$ cat src/rtl/djnz_ram.sv
// Generic single-port synchronous RAM with registered read data.
module djnz_ram #(
    parameter int WIDTH = 8,
    parameter int DEPTH = 256
) (
    input  logic                     clk,
    input  logic                     en,
    input  logic                     we,
    input  logic [$clog2(DEPTH)-1:0] addr,
    input  logic [WIDTH-1:0]         wdata,
    output logic [WIDTH-1:0]         rdata
);

    logic [WIDTH-1:0] mem [DEPTH];

    always_ff @(posedge clk)
    begin
        if (en)
        begin
            if (we)
            begin
                mem[addr] <= wdata;
            end
            else
            begin
                rdata <= mem[addr];
            end
        end
    end

endmodule

$ cat config.mk
export PLATFORM = sky130hd
export DESIGN_NAME = djnz_ram
export DESIGN_NICKNAME = d
export VERILOG_FILES = /design/src/rtl/djnz_ram.sv
export SDC_FILE = /design/constraint.sdc
export NUM_CORES = 2
export LEC_CHECK = 0
export BUFFER_PORTS_ARGS = -buffer_cell sky130_fd_sc_hd__buf_4
export CAP_MARGIN = 20
export CORE_MARGIN = 1.5
export CORE_UTILIZATION = 30
export DETAILED_ROUTE_END_ITERATION = 8
export SLEW_MARGIN = 20
export SYNTH_ARGS = -nofsm -noshare
export SYNTH_HDL_FRONTEND = slang
export SYNTH_SLANG_ARGS = --single-unit
$ cat constraint.sdc
create_clock -name clk -period 3.07 [get_ports clk]
set_input_delay 0.307 -clock clk [delete_from_list [all_inputs] [get_ports clk]]
set_output_delay 0.307 -clock clk [all_outputs]
set_load 0.01 [all_outputs]
==> flow_metrics.py <==
metrics = {
    "layout": {
        "drive_above_1_share_pct": 32.5,
        "multi_input_area_um2": 15700,
        "nFillCells": 23600,
        "seq_area_um2": 61700,
        "final_nets": 4088,
        "syn2layout_area_growth_pct": 19.0,
    },
    "synthesis": {
        "synth_nets": 3545,
        "ys_top_cells_by_area": "edfxtp_1 (79%), mux4_2 (15%), a22oi_1 (2.5%)",
        "synth_commonest_cells": "edfxtp_1 (2056), mux4_2 (512), nor2_1 (259)",
        "synthXorXnorAreaFrac_pct": 0,
        "ys_seq_area_share_pct": 78.8,
        "netlist_instances": 3526,
        "synthSimpleGateAreaFrac_pct": 1.61,
        "synth_flop_cell": "edfxtp_1",
        "synthAdderAreaFrac_pct": 0,
        "yosysTopAreaCell": "edfxtp_1",
        "synth_compound_area_share_pct": 3.63,
        "synth-edff-count": 2056,
        "yosys.cell_count.top_type": "edfxtp_1",
        "yosys_warnings": 0,
        "synth_top_area_share_pct": 78.8,
        "async_flop_share_pct": 0,
        "synth.avg_cell_area_um2": 22.2,
        "muxShareOfSynthArea_pct": 14.7,
        "ys_ff_latch": 2056,
        "synthesis.area_um2": 78400,
        "synth_cell_types": 21,
        "synth_top_family_by_area": "multiplexers",
    },
    "route": {
        "wirelength_um": 199000,
        "viasPerCell": 5.09,
        "num_vias": 38800,
        "drc_errors": 0,
        "wl_per_cell_um": 26.1,
        "drt-initial-drc-count": 4290,
        "drt_first_pass_iters": 5,
        "ant_nets": 0,
    },
    "floorplanning": {
        "dieArea_um2": 264000,
        "die_y_um": 514,
        "start_util_pct": 30.2,
        "die_x_um": 514,
        "row_count": 187,
        "core_um2": 260000,
        "design.portCount": 27,
    },
    "cts": {
        "cts.repair.resized": 0,
        "clock_latency_ps": 840,
        "cts-root-buf": "clkbuf_16",
        "cts_buffers": 200,
        "clockBufferDepth": 3,
        "clock_sinks": 2056,
        "cts_tree": "built",
        "clk_pin_slew_ps": 60,
        "cts_setup_buffers": 0,
        "h-tree-depth": 4,
    },
    "critical_path": {
        "cp.required_ps": 3600,
        "reg2reg_from": "mem[175][7]",
        "endpoint_kind": "flop",
        "critPathLaunch": "mem[175][7]",
        "cp.arrival_ps": 3520,
        "worstPathMaxFanout": 1,
        "path_class": "flop to flop",
        "worst_setup_path_start_kind": "flop",
    },
    "place": {
        "place_hpwl_um": 125000,
        "portBuffers": 26,
        "gp_congestion": 0.812,
        "dpl_worst_slack_ps": -622,
    },
    "global_routing": {
        "antenna_found_initial": 11,
        "grt_max_degree": 146,
        "first_global_vias": 39700,
        "grtUsageTotal_pct": 15.0,
        "grt_pass1_wl_um": 288000,
        "grt_overflow": 0,
    },
    "timing": {
        "layout_setup_ws_ps": 79.7,
        "worstMarginPinSlew_ps": 1030,
        "setup_viol": 0,
        "fin_worst_skew_ps": 39.3,
        "drv_slew": 0,
        "relSlewSlack_pct": 30.2,
        "fin_crit_ps": 2990,
        "rsz0062_at_grt": "no",
        "hold_violations": 0,
        "whs_ps": 28.7,
        "post-route-period-util_pct": 97.4,
        "fmax_mhz": 334,
    },
    "power_and_ir_drop": {
        "p_total_mw": 58.1,
        "power_density_nw_per_um2": 623,
        "p_leak_nw": 29.0,
        "vdd_drop_max_v": 0.000480,
    },
    "flow_run": {
        "drv_cap": 0,
    },
    "outcome": {
        "status": "finished clean",
    },
    "min_path": {
        "min_path_type": "primary input to flop",
        "hold_start": "wdata[7]",
    },
}
[kinds of logic (layout without fill, tap and decap cells)]
family,after synthesis,after routing
other cells,0,2
compound gates,416,416
mux,512,512
buf+inv,225,931
flops,2056,2056
simple gates,317,317
[area by class of cell]
cell class                      instances  share of cell area (%)
Tap cell                             3402                    4.56
Timing Repair Buffer                  566                    5.48
Antenna cell                            2                 0.00536
Sequential cell                      2056                    66.2
Clock buffer                          237                    5.58
Clock inverter                        128                    1.36
Multi-Input combinational cell       1245                    16.8
[critical path, cell delays in order (launching register included)]
cell      delay, ps
edfxtp_1        380
mux4_2          480
a22oi_1         320
a21oi_1         200
o41ai_1         960
buf_4           260
nand4_1          90
[through the flow]
| step | setup TNS, ps | utilization, % | instances | area, µm² |
|---|---|---|---|---|
| floorplan | 0 | - | 3526 | 78400 |
| global placement | -4100 | 33.4 | 7265 | 86800 |
| detailed placement | -3300 | 33.4 | 7266 | 86800 |
| CTS | 0 | 35.9 | 7634 | 93300 |
| global route | 0 | 35.9 | 7636 | 93300 |
| finish | 0 | 35.9 | 7636 | 93300 |
[what timing repair did]
| action | 4_1_cts | 5_1_grt |
|---|---|---|
| hold endpoints to repair | 77 | 0 |
| endpoints found under the setup margin | 0 | 0 |
| hold buffers | 3 | 0 |
[report_power, final]
group	switching [mW]	internal, mW
sequential	0.0240	30.9
combinational	1.69	1.05
clock	10.4	14.1
total	12.1	46.0
[state kept, by name (all words and copies together) (netlist names)]
signal	flops
mem	2048
rdata	8
[cells in the final DEF, fill, tap and decap left out, types with 3 or more instances in the layout]
| cell type | n |
|---|---|
| edfxtp_1 | 2056 |
| mux4_2 | 512 |
| buf_4 | 490 |
| nor2_1 | 258 |
| a22oi_1 | 256 |
| clkbuf_16 | 203 |
| a21oi_1 | 128 |
| buf_12 | 62 |
| clkinv_1 | 56 |
| clkinv_2 | 36 |
| clkbuf_1 | 34 |
| o41ai_1 | 31 |
| bufinv_16 | 24 |
| nand2_2 | 16 |
| nand2_1 | 14 |
| buf_8 | 11 |
| nand4_1 | 8 |
| nor2b_1 | 4 |
| nand3_1 | 4 |
| inv_6 | 4 |
| clkinvlp_4 | 3 |
| clkinv_8 | 3 |
| dlygate4sd3_1 | 3 |
[final timing paths]
check | slack, ps | cells after the start | end
hold reg to reg | 1100 | 5 | rdata[0]
setup / recovery | 80 | 6 | rdata[7]
hold / removal | 30 | 1 | mem[69][7]
setup reg to reg | 80 | 6 | rdata[7]
[per-layer routing]
metal	global-route usage [%]	vias up	part of all wire [%]
met5	0	-	0.0065
met4	4.14	2	2.5
met3	2.74	284	7.5
met2	24.6	1514	49
met1	20.3	20900	41
li1	-	16100	-
Note: power is estimated with default switching activity, not from simulation.
